<file path="src/rtl/mfc_pkg.sv">
// ---------------------------------------------------------------------------
// mfc_pkg
// Types and constants shared by the magnetometer frame correction block.
// ---------------------------------------------------------------------------
package mfc_pkg;

	// Default raw channel width and the fixed width of the register fields
	localparam int RAW_BITS_DEF = 11;
	localparam int CFG_BITS     = 11;
	localparam int COEFF_BITS   = 8;
	localparam int TEMP_BITS    = 11;
	localparam int CFG_IDX_BITS = 3;
	localparam int CFG_DATA_BITS = 24;

	// Output field widths
	localparam int FX_BITS = 17;
	localparam int FY_BITS = 18;
	localparam int FZ_BITS = 18;
	localparam int FLAG_BITS = 3;

	// Drift scale factor and saturation limit of the drift magnitude
	localparam int DRIFT_MUL_BITS = 15;
	localparam logic [DRIFT_MUL_BITS-1:0] DRIFT_MUL = 15'h7ae1;
	localparam int DRIFT_SHIFT = 16;
	localparam int Q_BITS = 15;
	localparam logic [Q_BITS-1:0] Q_MAX = 15'h7fff;

	// Register indexes
	typedef enum logic [CFG_IDX_BITS-1:0] {
		REG_CENTER_X        = 3'd0,
		REG_CENTER_Y1       = 3'd1,
		REG_CENTER_Y2       = 3'd2,
		REG_CENTER_TEMP     = 3'd3,
		REG_UNDERFLOW_LIMIT = 3'd4,
		REG_OVERFLOW_LIMIT  = 3'd5,
		REG_DRIFT_COEFFS    = 3'd6
	} reg_idx_t;

	// Channel lanes
	localparam int CH_X  = 0;
	localparam int CH_Y1 = 1;
	localparam int CH_Y2 = 2;
	localparam int N_CH  = 3;

	// Register file contents as seen by the datapath
	typedef struct packed {
		logic [CFG_BITS-1:0]          center_x;
		logic [CFG_BITS-1:0]          center_y1;
		logic [CFG_BITS-1:0]          center_y2;
		logic [CFG_BITS-1:0]          center_temp;
		logic [CFG_BITS-1:0]          underflow_limit;
		logic [CFG_BITS-1:0]          overflow_limit;
		logic signed [COEFF_BITS-1:0] coeff_x;
		logic signed [COEFF_BITS-1:0] coeff_y1;
		logic signed [COEFF_BITS-1:0] coeff_y2;
	} cfg_t;

endpackage

</file>
<file path="src/rtl/mfc_regs.sv">
// ---------------------------------------------------------------------------
// mfc_regs
// Configuration register file: decodes write transfers by index and holds
// centres, limits and drift coefficients.
// ---------------------------------------------------------------------------
module mfc_regs (
	input  logic                                clk,
	input  logic                                arst_n,
	input  logic                                wr_en,
	input  logic [mfc_pkg::CFG_IDX_BITS-1:0]    wr_index,
	input  logic [mfc_pkg::CFG_DATA_BITS-1:0]   wr_data,
	output mfc_pkg::cfg_t                       cfg
);
	import mfc_pkg::*;

	cfg_t cfg_q;

	// Write the addressed register; unknown indexes are dropped
	always_ff @(posedge clk or negedge arst_n) begin
		if (!arst_n) begin
			cfg_q.center_x        <= 11'd1024;
			cfg_q.center_y1       <= 11'd1024;
			cfg_q.center_y2       <= 11'd1024;
			cfg_q.center_temp     <= 11'd1024;
			cfg_q.underflow_limit <= 11'd0;
			cfg_q.overflow_limit  <= 11'd2047;
			cfg_q.coeff_x         <= '0;
			cfg_q.coeff_y1        <= '0;
			cfg_q.coeff_y2        <= '0;
		end else if (wr_en) begin
			unique case (reg_idx_t'(wr_index))
				REG_CENTER_X:        cfg_q.center_x        <= wr_data[CFG_BITS-1:0];
				REG_CENTER_Y1:       cfg_q.center_y1       <= wr_data[CFG_BITS-1:0];
				REG_CENTER_Y2:       cfg_q.center_y2       <= wr_data[CFG_BITS-1:0];
				REG_CENTER_TEMP:     cfg_q.center_temp     <= wr_data[CFG_BITS-1:0];
				REG_UNDERFLOW_LIMIT: cfg_q.underflow_limit <= wr_data[CFG_BITS-1:0];
				REG_OVERFLOW_LIMIT:  cfg_q.overflow_limit  <= wr_data[CFG_BITS-1:0];
				REG_DRIFT_COEFFS: begin
					cfg_q.coeff_x  <= wr_data[7:0];
					cfg_q.coeff_y1 <= wr_data[15:8];
					cfg_q.coeff_y2 <= wr_data[23:16];
				end
				default: ;
			endcase
		end
	end

	assign cfg = cfg_q;

endmodule

</file>
<file path="src/rtl/magnetometer_frame_correction.sv">
// ---------------------------------------------------------------------------
// magnetometer_frame_correction
// Unpacks an 8-byte magnetometer frame, flags channels at the limits,
// removes centre offset and temperature drift, and forms the x, y, z axes.
//
//  channel  signals                                  direction  transfer when
//  frame    frame_valid, frame_stall, byte0..byte7   in         valid & !stall
//  result   res_valid, res_stall, busy_res, field_*  out        valid & !stall
//           range_flags, temperature
//  config   cfg_valid, cfg_ready, cfg_index, cfg_data in        valid & ready
//
// Six-stage pipeline: a frame transfer every cycle while the result side does not stall.
// The two drift multiplications (difference times coefficient, then magnitude
// times the scale factor) sit in separate stages, one per stage.
// Each stage advances when it is empty or the stage after it moves; a stall
// on the result side fills the bubbles first, then stalls the frame side.
// Reset clears the stage valid bits and loads the register defaults.
// ---------------------------------------------------------------------------
module magnetometer_frame_correction #(
	parameter int RAW_BITS = mfc_pkg::RAW_BITS_DEF
) (
	input  logic                               clk,
	input  logic                               arst_n,
	// frame channel
	input  logic                               frame_valid,
	output logic                               frame_stall,
	input  logic [7:0]                         byte0,
	input  logic [7:0]                         byte1,
	input  logic [7:0]                         byte2,
	input  logic [7:0]                         byte3,
	input  logic [7:0]                         byte4,
	input  logic [7:0]                         byte5,
	input  logic [7:0]                         byte6,
	input  logic [7:0]                         byte7,
	// result channel
	output logic                               res_valid,
	input  logic                               res_stall,
	output logic                               busy_res,
	output logic signed [mfc_pkg::FX_BITS-1:0] field_x,
	output logic signed [mfc_pkg::FY_BITS-1:0] field_y,
	output logic signed [mfc_pkg::FZ_BITS-1:0] field_z,
	output logic [mfc_pkg::FLAG_BITS-1:0]      range_flags,
	output logic [mfc_pkg::TEMP_BITS-1:0]      temperature,
	// configuration channel
	input  logic                               cfg_valid,
	output logic                               cfg_ready,
	input  logic [mfc_pkg::CFG_IDX_BITS-1:0]   cfg_index,
	input  logic [mfc_pkg::CFG_DATA_BITS-1:0]  cfg_data
);
	import mfc_pkg::*;

	// Datapath widths
	localparam int CMPW = (RAW_BITS > CFG_BITS) ? RAW_BITS : CFG_BITS;
	localparam int DW   = CMPW + 1;            // temperature difference
	localparam int VW   = CMPW + 5;            // scaled, centred channel
	localparam int MW   = DW + COEFF_BITS;     // difference times coefficient
	localparam int AW   = MW - 1;              // magnitude of that product
	localparam int PW   = AW + DRIFT_MUL_BITS; // scaled magnitude
	localparam int CW   = VW + 1;              // corrected channel
	localparam int OW   = CW + 1;              // axis sums

	cfg_t cfg;

	// Configuration registers
	assign cfg_ready = 1'b1;

	mfc_regs u_regs (
		.clk      (clk),
		.arst_n   (arst_n),
		.wr_en    (cfg_valid),
		.wr_index (cfg_index),
		.wr_data  (cfg_data),
		.cfg      (cfg)
	);

	// Stage flow control
	logic valid_s1, valid_s2, valid_s3, valid_s4, valid_s5, valid_s6;
	logic ready_s1, ready_s2, ready_s3, ready_s4, ready_s5, ready_s6;

	assign ready_s6 = !valid_s6 || !res_stall;
	assign ready_s5 = !valid_s5 || ready_s6;
	assign ready_s4 = !valid_s4 || ready_s5;
	assign ready_s3 = !valid_s3 || ready_s4;
	assign ready_s2 = !valid_s2 || ready_s3;
	assign ready_s1 = !valid_s1 || ready_s2;
	assign frame_stall = !ready_s1;

	always_ff @(posedge clk or negedge arst_n) begin
		if (!arst_n) begin
			valid_s1 <= 1'b0;
			valid_s2 <= 1'b0;
			valid_s3 <= 1'b0;
			valid_s4 <= 1'b0;
			valid_s5 <= 1'b0;
			valid_s6 <= 1'b0;
		end else begin
			if (ready_s1) valid_s1 <= frame_valid;
			if (ready_s2) valid_s2 <= valid_s1;
			if (ready_s3) valid_s3 <= valid_s2;
			if (ready_s4) valid_s4 <= valid_s3;
			if (ready_s5) valid_s5 <= valid_s4;
			if (ready_s6) valid_s6 <= valid_s5;
		end
	end

	// ---- stage 1: unpack, limit check, centre and temperature difference
	logic [15:0]                 pair_x, pair_y1, pair_y2, pair_t;
	logic [CMPW-1:0]             raw_c  [N_CH];
	logic [CMPW-1:0]             ctr_c  [N_CH];
	logic [CMPW-1:0]             temp_c;
	logic [15:0]                 temp16;
	logic [CMPW-1:0]             lim_lo, lim_hi;
	logic signed [VW-1:0]        v_d1   [N_CH];
	logic [N_CH-1:0]             flags_d1;
	logic signed [DW-1:0]        tdiff_d1;

	assign pair_y2 = {byte0, byte1};
	assign pair_y1 = {byte2, byte3};
	assign pair_x  = {byte4, byte5};
	assign pair_t  = {byte6, byte7};

	always_comb begin
		raw_c[CH_X]  = CMPW'(pair_x[RAW_BITS-1:0]);
		raw_c[CH_Y1] = CMPW'(pair_y1[RAW_BITS-1:0]);
		raw_c[CH_Y2] = CMPW'(pair_y2[RAW_BITS-1:0]);
		ctr_c[CH_X]  = CMPW'(cfg.center_x);
		ctr_c[CH_Y1] = CMPW'(cfg.center_y1);
		ctr_c[CH_Y2] = CMPW'(cfg.center_y2);
		temp_c       = CMPW'(pair_t[RAW_BITS-1:0]);
		temp16       = 16'(pair_t[RAW_BITS-1:0]);
		lim_lo       = CMPW'(cfg.underflow_limit);
		lim_hi       = CMPW'(cfg.overflow_limit);
		for (int ch = 0; ch < N_CH; ch++) begin
			flags_d1[ch] = (raw_c[ch] <= lim_lo) || (raw_c[ch] >= lim_hi);
			v_d1[ch] = signed'({1'b0, raw_c[ch], 4'b0000})
				- signed'({1'b0, ctr_c[ch], 4'b0000});
		end
		tdiff_d1 = signed'({1'b0, temp_c}) - signed'({1'b0, CMPW'(cfg.center_temp)});
	end

	logic                  busy_s1;
	logic [TEMP_BITS-1:0]  temp_s1;
	logic [N_CH-1:0]       flags_s1;
	logic signed [VW-1:0]  v_s1 [N_CH];
	logic signed [DW-1:0]  tdiff_s1;

	always_ff @(posedge clk) begin
		if (ready_s1 && frame_valid) begin
			busy_s1  <= byte0[7];
			temp_s1  <= temp16[TEMP_BITS-1:0];
			flags_s1 <= flags_d1;
			v_s1     <= v_d1;
			tdiff_s1 <= tdiff_d1;
		end
	end

	// ---- stage 2: temperature difference times channel coefficient
	logic signed [COEFF_BITS-1:0] coeff [N_CH];
	logic signed [MW-1:0]         m_d2  [N_CH];

	always_comb begin
		coeff[CH_X]  = cfg.coeff_x;
		coeff[CH_Y1] = cfg.coeff_y1;
		coeff[CH_Y2] = cfg.coeff_y2;
		for (int ch = 0; ch < N_CH; ch++) begin
			m_d2[ch] = MW'(tdiff_s1) * MW'(coeff[ch]);
		end
	end

	logic                  busy_s2;
	logic [TEMP_BITS-1:0]  temp_s2;
	logic [N_CH-1:0]       flags_s2;
	logic signed [VW-1:0]  v_s2 [N_CH];
	logic signed [MW-1:0]  m_s2 [N_CH];

	always_ff @(posedge clk) begin
		if (ready_s2 && valid_s1) begin
			busy_s2  <= busy_s1;
			temp_s2  <= temp_s1;
			flags_s2 <= flags_s1;
			v_s2     <= v_s1;
			m_s2     <= m_d2;
		end
	end

	// ---- stage 3: split the product into sign and magnitude
	logic [AW-1:0] abs_d3 [N_CH];

	always_comb begin
		for (int ch = 0; ch < N_CH; ch++) begin
			abs_d3[ch] = m_s2[ch][MW-1] ? AW'(-m_s2[ch]) : AW'(m_s2[ch]);
		end
	end

	logic                  busy_s3;
	logic [TEMP_BITS-1:0]  temp_s3;
	logic [N_CH-1:0]       flags_s3;
	logic signed [VW-1:0]  v_s3   [N_CH];
	logic [AW-1:0]         abs_s3 [N_CH];
	logic [N_CH-1:0]       neg_s3;

	always_ff @(posedge clk) begin
		if (ready_s3 && valid_s2) begin
			busy_s3  <= busy_s2;
			temp_s3  <= temp_s2;
			flags_s3 <= flags_s2;
			v_s3     <= v_s2;
			abs_s3   <= abs_d3;
			for (int ch = 0; ch < N_CH; ch++) begin
				neg_s3[ch] <= m_s2[ch][MW-1];
			end
		end
	end

	// ---- stage 4: scale the magnitude, drop 16 fraction bits, saturate
	logic [PW-1:0]               prod_d4 [N_CH];
	logic [PW-DRIFT_SHIFT-1:0]   shr_d4  [N_CH];
	logic [Q_BITS-1:0]           q_d4    [N_CH];

	always_comb begin
		for (int ch = 0; ch < N_CH; ch++) begin
			prod_d4[ch] = PW'(abs_s3[ch]) * PW'(DRIFT_MUL);
			shr_d4[ch]  = prod_d4[ch][PW-1:DRIFT_SHIFT];
			q_d4[ch]    = (|shr_d4[ch][PW-DRIFT_SHIFT-1:Q_BITS]) ? Q_MAX
				: shr_d4[ch][Q_BITS-1:0];
		end
	end

	logic                  busy_s4;
	logic [TEMP_BITS-1:0]  temp_s4;
	logic [N_CH-1:0]       flags_s4;
	logic signed [VW-1:0]  v_s4 [N_CH];
	logic [Q_BITS-1:0]     q_s4 [N_CH];
	logic [N_CH-1:0]       neg_s4;

	always_ff @(posedge clk) begin
		if (ready_s4 && valid_s3) begin
			busy_s4  <= busy_s3;
			temp_s4  <= temp_s3;
			flags_s4 <= flags_s3;
			v_s4     <= v_s3;
			q_s4     <= q_d4;
			neg_s4   <= neg_s3;
		end
	end

	// ---- stage 5: remove the drift term against its sign
	logic signed [CW-1:0] c_d5 [N_CH];
	logic signed [CW-1:0] q_ext [N_CH];

	always_comb begin
		for (int ch = 0; ch < N_CH; ch++) begin
			q_ext[ch] = CW'(signed'({1'b0, q_s4[ch]}));
			c_d5[ch]  = neg_s4[ch] ? CW'(v_s4[ch]) + q_ext[ch]
				: CW'(v_s4[ch]) - q_ext[ch];
		end
	end

	logic                  busy_s5;
	logic [TEMP_BITS-1:0]  temp_s5;
	logic [N_CH-1:0]       flags_s5;
	logic signed [CW-1:0]  c_s5 [N_CH];

	always_ff @(posedge clk) begin
		if (ready_s5 && valid_s4) begin
			busy_s5  <= busy_s4;
			temp_s5  <= temp_s4;
			flags_s5 <= flags_s4;
			c_s5     <= c_d5;
		end
	end

	// ---- stage 6: form the axes; a busy frame gives all-zero fields
	logic signed [OW-1:0] ax_d6, ay_d6, az_d6;

	always_comb begin
		ax_d6 = -OW'(c_s5[CH_X]);
		ay_d6 = OW'(c_s5[CH_Y2]) - OW'(c_s5[CH_Y1]);
		az_d6 = OW'(c_s5[CH_Y2]) + OW'(c_s5[CH_Y1]);
	end

	logic                         busy_s6;
	logic signed [FX_BITS-1:0]    fx_s6;
	logic signed [FY_BITS-1:0]    fy_s6;
	logic signed [FZ_BITS-1:0]    fz_s6;
	logic [FLAG_BITS-1:0]         flags_s6;
	logic [TEMP_BITS-1:0]         temp_s6;

	always_ff @(posedge clk) begin
		if (ready_s6 && valid_s5) begin
			busy_s6 <= busy_s5;
			if (busy_s5) begin
				fx_s6    <= '0;
				fy_s6    <= '0;
				fz_s6    <= '0;
				flags_s6 <= '0;
				temp_s6  <= '0;
			end else begin
				fx_s6    <= ax_d6[FX_BITS-1:0];
				fy_s6    <= ay_d6[FY_BITS-1:0];
				fz_s6    <= az_d6[FZ_BITS-1:0];
				flags_s6 <= FLAG_BITS'(flags_s5);
				temp_s6  <= temp_s5;
			end
		end
	end

	assign res_valid   = valid_s6;
	assign busy_res    = busy_s6;
	assign field_x     = fx_s6;
	assign field_y     = fy_s6;
	assign field_z     = fz_s6;
	assign range_flags = flags_s6;
	assign temperature = temp_s6;

endmodule

</file>
<file path="config.mk">
export PLATFORM = sky130hd
export DESIGN_NAME = magnetometer_frame_correction
export DESIGN_NICKNAME = d
export VERILOG_FILES = /design/src/rtl/mfc_pkg.sv /design/src/rtl/mfc_regs.sv /design/src/rtl/magnetometer_frame_correction.sv
export SDC_FILE = /design/constraint.sdc
export NUM_CORES = 2
export LEC_CHECK = 0
export BUFFER_PORTS_ARGS = -buffer_cell sky130_fd_sc_hd__clkbuf_2
export CORE_AREA = 5 5 351 353
export DETAILED_ROUTE_END_ITERATION = 8
export DIE_AREA = 0 0 356 358
export GPL_TIMING_DRIVEN = 0
export PLACE_DENSITY = 0.69
export SKIP_LAST_GASP = 1
export SLEW_MARGIN = 20
export SYNTH_ARGS = -nofsm -noshare
export SYNTH_HDL_FRONTEND = slang
export SYNTH_HIERARCHICAL = 1
export SYNTH_SLANG_ARGS = --single-unit
export TNS_END_PERCENT = 50
</file>
<file path="constraint.sdc">
create_clock -name clk -period 8.9 [get_ports clk]
set_clock_uncertainty 0.1 [all_clocks]
set_input_delay 0.445 -clock clk [delete_from_list [all_inputs] [get_ports clk]]
set_output_delay 0.445 -clock clk [all_outputs]
set_load 0.02 [all_outputs]
</file>
Yosys cells after proc, flatten, opt, wreduce, memory -nomap -nowiden:

Index checks and enable logic that the tools add are counted.

* input bits: 96
* word-level logic and storage cells: 137
* register bits: 662
* output and inout bits: 71

* add/subtract/negate cells: 16
* $mul: 6
* equality and inequality tests: 6
* reductions and logical operators: 34
* $lt $le $gt $ge: 6
* multiplexer cells: 6

Operator list (number)
* $mul 19x15->34 const B: 3
* $mul 12x8->20: 3
* $mux 19: 3
* $neg 19->19: 3
* $add 16x16->17: 3
* $mux 17: 3
* $sub 16x16->17: 3
* $sub 15x15->16: 3
* $ge 11x11->1: 3
* $le 11x11->1: 3
* $add 17x17->18: 1
* $sub 17x17->18: 1
* $neg 17->17: 1
* $reduce_and 2->1: 7
* $sub 11x11->12: 1
* $eq 3x3->1 const B: 3
* $logic_or 1x1->1: 9
* $reduce_or 3->1: 3
* $logic_not 1->1: 8
* $eq 3x2->1 const B: 2
* $logic_and 1x1->1: 6
* $eq 3x1->1 const B: 1
* $logic_not 3->1: 1

Logic depth before layout (Yosys ltp):

* depth in word-level cells: 8
* gate-level depth with buffers: 22
* gate-level depth less buffers: 21

By module:

The synthesis kept the hierarchy.

Modules (own cells, without submodules)
* magnetometer_frame_correction: times used 1, area each 51160.3 um^2, cells each 4690, seq. area each 15675.0 um^2
* mfc_regs: times used 1, area each 3499.6 um^2, cells each 195, seq. area each 2270.9 um^2

Least setup slack after synthesis:

OpenSTA, ideal clock, no wires.

* path type: flip-flop to flip-flop
* from: reg valid_s6 (netlist: res_valid)
* to: reg abs_s3[0] in the netlist's numbering, enable pin
* library setup time: 0.596 ns
* clock period less this slack: 6.334 ns
* stages on the path, launching flop included: 4
* arrival time: 5.638 ns
* path buffers: 0
* required time: 8.204 ns
* slack: 2.566 ns
* path through: dfrtp_1 -> nand4_1 -> nor2_1 -> nor2b_1

* word-level cells in the longest chain between the ends: 6

RTL lines
* start, declared: RTL line magnetometer_frame_correction.sv:77 `logic valid_s1, valid_s2, valid_s3, valid_s4, valid_s5, valid_s6;`
* start signal, assigned: RTL line magnetometer_frame_correction.sv:102 `if (ready_s6) valid_s6 <= valid_s5;`
* $logic_not 1->1: RTL line magnetometer_frame_correction.sv:80 `assign ready_s6 = !valid_s6 || !res_stall;`
* $logic_or 1x1->1: RTL line magnetometer_frame_correction.sv:80
* $logic_or 1x1->1: RTL line magnetometer_frame_correction.sv:81 `assign ready_s5 = !valid_s5 || ready_s6;`
* $logic_or 1x1->1: RTL line magnetometer_frame_correction.sv:82 `assign ready_s4 = !valid_s4 || ready_s5;`
* $logic_or 1x1->1: RTL line magnetometer_frame_correction.sv:83 `assign ready_s3 = !valid_s3 || ready_s4;`
* $logic_and 1x1->1: RTL line magnetometer_frame_correction.sv:203 `if (ready_s3 && valid_s2) begin`
* end signal, assigned: RTL line magnetometer_frame_correction.sv:208 `abs_s3 <= abs_d3;`
* end, declared: RTL line magnetometer_frame_correction.sv:199 `logic [AW-1:0] abs_s3 [N_CH];`

Every way passes these cells.
A chain may end at the register's enable or synchronous reset.

Final worst setup path:

* from: reg abs_s3[24] in the netlist's numbering
* to: reg q_s4 (netlist bit q_ext[29]), data pin

* word-level cells in the longest chain between the ends: 2

RTL lines
* $mul 19x15->34 (*): RTL line magnetometer_frame_correction.sv:222 `prod_d4[ch] = PW'(abs_s3[ch]) * PW'(DRIFT_MUL);`
* $reduce_or 3->1: RTL line magnetometer_frame_correction.sv:224 `q_d4[ch] = (|shr_d4[ch][PW-DRIFT_SHIFT-1:Q_BITS]) ? Q_MAX`
* end signal, assigned: RTL line magnetometer_frame_correction.sv:242 `q_s4 <= q_d4;`
* end, declared: RTL line magnetometer_frame_correction.sv:233 `logic [Q_BITS-1:0] q_s4 [N_CH];`

Mark *: on every way between the ends. The rest lies on a longest branch, timed or not.

==> results.rst <==
.. list-table::
   :header-rows: 1

   * - Metric
     - Value
   * - Chain of cells forming the critical path
     - inv_1 > fa_1 > inv_1 > fa_1 > fa_1 > fa_1 > inv_1 > fa_1 > inv_1 > ha_1 > ha_1 > nand2_1 > o21ai_0 > nor4_1 > a221oi_1 > a211oi_1 > a21oi_1 > mux2i_1 > clkbuf_1 > nand2_1
   * - Number of enable-type register cells in the synthesized netlist
     - 517
   * - Reg-to-reg slack, setup
     - 1700 ps
   * - Final cycle utilization of the critical path
     - 80.9%
   * - # port buffers
     - 146
   * - Via count
     - 35,066
   * - Fraction of registers with async set or reset after synthesis
     - 15.7%
   * - Critical Path Start Type
     - flop
   * - TritonCTS clock tree
     - built
   * - Fraction of layout cells with a size suffix above 1
     - 7.46%
   * - Capturing element type of the critical path
     - flop
   * - Clock latency on the worst-skew pair
     - 640 ps
   * - Tmin final
     - 7200 ps
   * - Area added between synthesis and finish
     - 10.2%
   * - Start-to-end type of the worst setup path
     - flop to flop
   * - Cell Area, Synth
     - 0.0547 mm^2
   * - Horizontal die dimension
     - 356 um
   * - Number of antenna violations at the first check in global routing
     - 12
   * - Vias/cell
     - 5.14
   * - Area occupied by multi-input gates
     - 0.0326 mm^2
   * - Rel. slew slack
     - 30.0%
   * - Area taken by flip-flops and latches
     - 0.0179 mm^2
   * - Sequential element share of the synthesized area
     - 32.8%
   * - Number of rows created at floorplan
     - 127
   * - Die span in y
     - 358 um
   * - Critical path peak fanout
     - 10
   * - Data arrival at the endpoint of the critical path
     - 7430 ps
   * - Outcome
     - finished clean
   * - TritonCTS sink count
     - 613
   * - Number of detailed-routing iterations run before antenna repair
     - 5
   * - Post-synthesis cell type count
     - 73
   * - Final max-slew violation count
     - 0
   * - Overall routed net length
     - 119,000 um
   * - Clock transition time at the flip-flop clock pins of the worst setup and hold paths
     - 60 ps
   * - Effective utilization at floorplan
     - 45.7%
   * - Library cell appearing most often on the critical path
     - sky130_fd_sc_hd__fa_1
   * - Net count of the finished layout
     - 6,518
   * - Largest net degree at the start of global routing
     - 56
   * - First-pass GRT wire length
     - 192,000 um
   * - Syn avg cell area
     - 11.2 um^2
   * - Seq cells post-synth
     - 613
   * - Placed wire-length estimate after detailed placement
     - 96,500 um
   * - Required time of the critical path
     - 9130 ps
   * - Synth Flop Type
     - sky130_fd_sc_hd__edfxtp_1
   * - DRC marker count from the first detailed-route iteration
     - 2,219
   * - Largest stage delay on the critical path
     - 670 ps
   * - Final antenna-violating net count
     - 0
   * - Final routed DRC violation total
     - 0
   * - Post-detailed-placement cell area
     - 0.0578 mm^2
   * - Clock tree root driver cell
     - sky130_fd_sc_hd__clkbuf_16
   * - Io pins
     - 167
   * - Setup repair after global routing missed its margin
     - false
   * - Final design area excluding fillers
     - 0.0602 mm^2
   * - Slew at the pin closest to its max-slew limit
     - 1050 ps
   * - Count of endpoints failing hold in the final timing report
     - 0
   * - Top achievable clock speed
     - 139 MHz
   * - Synthesized netlist net count
     - 6,266
   * - Final setup violation count
     - 0
   * - Number of global-route vias before repair
     - 35,982
   * - Hold Crit Class
     - input port to flop
   * - Floorplan die area
     - 0.127 mm^2
   * - Total global-route track usage
     - 19.1%
   * - Yosys warns
     - 6
   * - Number of levels the H-tree was split into
     - 3
   * - Num CTS Buffers
     - 69
   * - Number of maximum-capacitance violations
     - 0
   * - CORE AREA
     - 0.119 mm^2
   * - Share of the core filled with cells in the final layout
     - 50.4%
   * - Weighted congestion reported at the end of routability-driven placement
     - 0.899
   * - Routed wirelength normalized by instance count
     - 17.5 um
   * - Critical path's slowest cell
     - sky130_fd_sc_hd__a221oi_1
   * - Post-synthesis cell count
     - 4,885
   * - Filler Cell Count
     - 10,556
   * - Overflow left after global routing
     - 0
   * - Clk buf depth
     - 3
path summary, 6_finish.rpt:
path	from	to	cells after the start
max	abs_s3[24]	q_ext[29]	20
min in group asynchronous	arst_n	valid_s5	2
max in group asynchronous	arst_n	u_regs/cfg[89]	3
min	cfg_data[16]	u_regs/cfg[0]	2
max reg2reg	abs_s3[24]	q_ext[29]	20
min reg2reg	v_s2[46]	v_s3[46]	0
final cells by class:
class	count	share of cell area [%]
multi-input combinational	3179	54.1
clock inverter	34	0.632
timing repair buffer	181	2.13
inverter	1004	6.26
tap	1612	3.35
sequential	613	29.8
antenna	13	0.0540
clock buffer	91	3.04
buffer	89	0.611
stage by stage:
| step | std cells | hold WS, ps | setup TNS [ps] | setup WS (ps) |
|---|---|---|---|---|
| floorplan | 4885 | 49.4 | 0 | 2570 |
| global placement | 6643 | 301 | -32110 | -321 |
| detailed placement | 6656 | 305 | 0 | 1730 |
| CTS | 6803 | 44.9 | 0 | 1720 |
| global route | 6808 | 63.5 | 0 | 1270 |
| finish | 6816 | 66.0 | 0 | 1700 |
synth_stat cells (17+ instances only):
cell type	count	area [um^2]
sky130_fd_sc_hd__o41ai_1	18	158
sky130_fd_sc_hd__mux2_1	30	338
sky130_fd_sc_hd__o21ai_0	134	671
sky130_fd_sc_hd__mux2_4	20	300
sky130_fd_sc_hd__a31oi_1	22	138
sky130_fd_sc_hd__inv_1	1004	3770
sky130_fd_sc_hd__nand2b_1	67	419
sky130_fd_sc_hd__o21a_1	34	255
sky130_fd_sc_hd__clkbuf_1	77	289
sky130_fd_sc_hd__dfrtp_1	81	2030
sky130_fd_sc_hd__mux2_2	43	484
sky130_fd_sc_hd__nor2b_1	49	307
sky130_fd_sc_hd__xor2_1	87	762
sky130_fd_sc_hd__fa_1	573	11500
sky130_fd_sc_hd__a21oi_1	120	601
sky130_fd_sc_hd__ha_1	712	8910
sky130_fd_sc_hd__edfxtp_1	517	15500
sky130_fd_sc_hd__a21boi_0	25	188
sky130_fd_sc_hd__or3_1	20	125
sky130_fd_sc_hd__nor3_1	78	390
sky130_fd_sc_hd__o21bai_1	17	128
sky130_fd_sc_hd__nand2_1	211	792
sky130_fd_sc_hd__or2_2	20	125
sky130_fd_sc_hd__xnor2_1	188	1650
sky130_fd_sc_hd__nor2_1	195	732
sky130_fd_sc_hd__nand3_1	52	260
sky130_fd_sc_hd__and2_1	189	1180
sky130_fd_sc_hd__and3_1	19	119
sky130_fd_sc_hd__a21o_1	62	465
sky130_fd_sc_hd__o31ai_1	20	150
registers in the layout, summed over array words and instances, names as in the netlist, 11 cells and up:
name / count
c_s5: 51
temp_s1: 11
temp_s2: 11
tdiff_s1: 12
temp_s3: 11
m_s2: 60
field_y: 18
field_x: 17
q_ext: 45
temperature: 11
v_s4: 36
v_s1: 36
u_regs/cfg: 90
temp_s5: 11
field_z: 17
v_s3: 36
temp_s4: 11
abs_s3: 57
v_s2: 36
critical path: cells and delay by family, from the launching register on:
kind / cells / cell delay [ps]
simple gates: 3 / 360
flops: 1 / 550
fa+ha+maj: 7 / 3070
buf+inv: 5 / 710
mux: 1 / 530
compound gates: 4 / 1580
cells by family after synthesis:
| group | share of synthesized area [%] |
|---|---|
| fa+ha+maj | 37.3 |
| buf+inv | 7.57 |
| simple gates | 9.18 |
| flops | 32.8 |
| compound gates | 6.47 |
| xor+xnor | 4.41 |
| mux | 2.25 |
| other cells | 0.00686 |
metal layers:
layer  share of wire [%]  vias up  global-route usage, %
met5                   0        -                      0
met4                 2.7        0                   5.49
met3                 7.2      189                   3.93
met2                  46      914                   30.6
met1                  45    17323                   26.5
li1                    -    16640                      -
cell usage in the layout, fill, tap and decap left out, drive strengths merged, types with 15 or more instances in the layout:
cell type    count
or3             21
dlygate4sd3     22
a21oi          120
nor3            79
dfstp           15
a21o            62
fa             573
nand2          211
nor2b           49
o21ai          134
xor2            87
xnor2          188
buf             25
nor2           195
or2             20
edfxtp         517
clkinv          23
and3            19
mux2            93
o21bai          17
and2           189
nand4           15
o41ai           18
ha             712
nand2b          67
a31oi           22
o31ai           20
clkbuf         314
nand3           52
o21a            34
inv           1008
a21boi          25
dfrtp           81
repair_timing:
item / in CTS / in global routing
gates resized for setup: 0 / 0
buffers inserted: 0 / 0
hold buffers: 22 / 0
endpoints found under the hold margin: 61 / 0
Power is left out: the tool's default activity adds up to more than one toggle a clock period on the data nets, which glitch-free logic cannot reach.
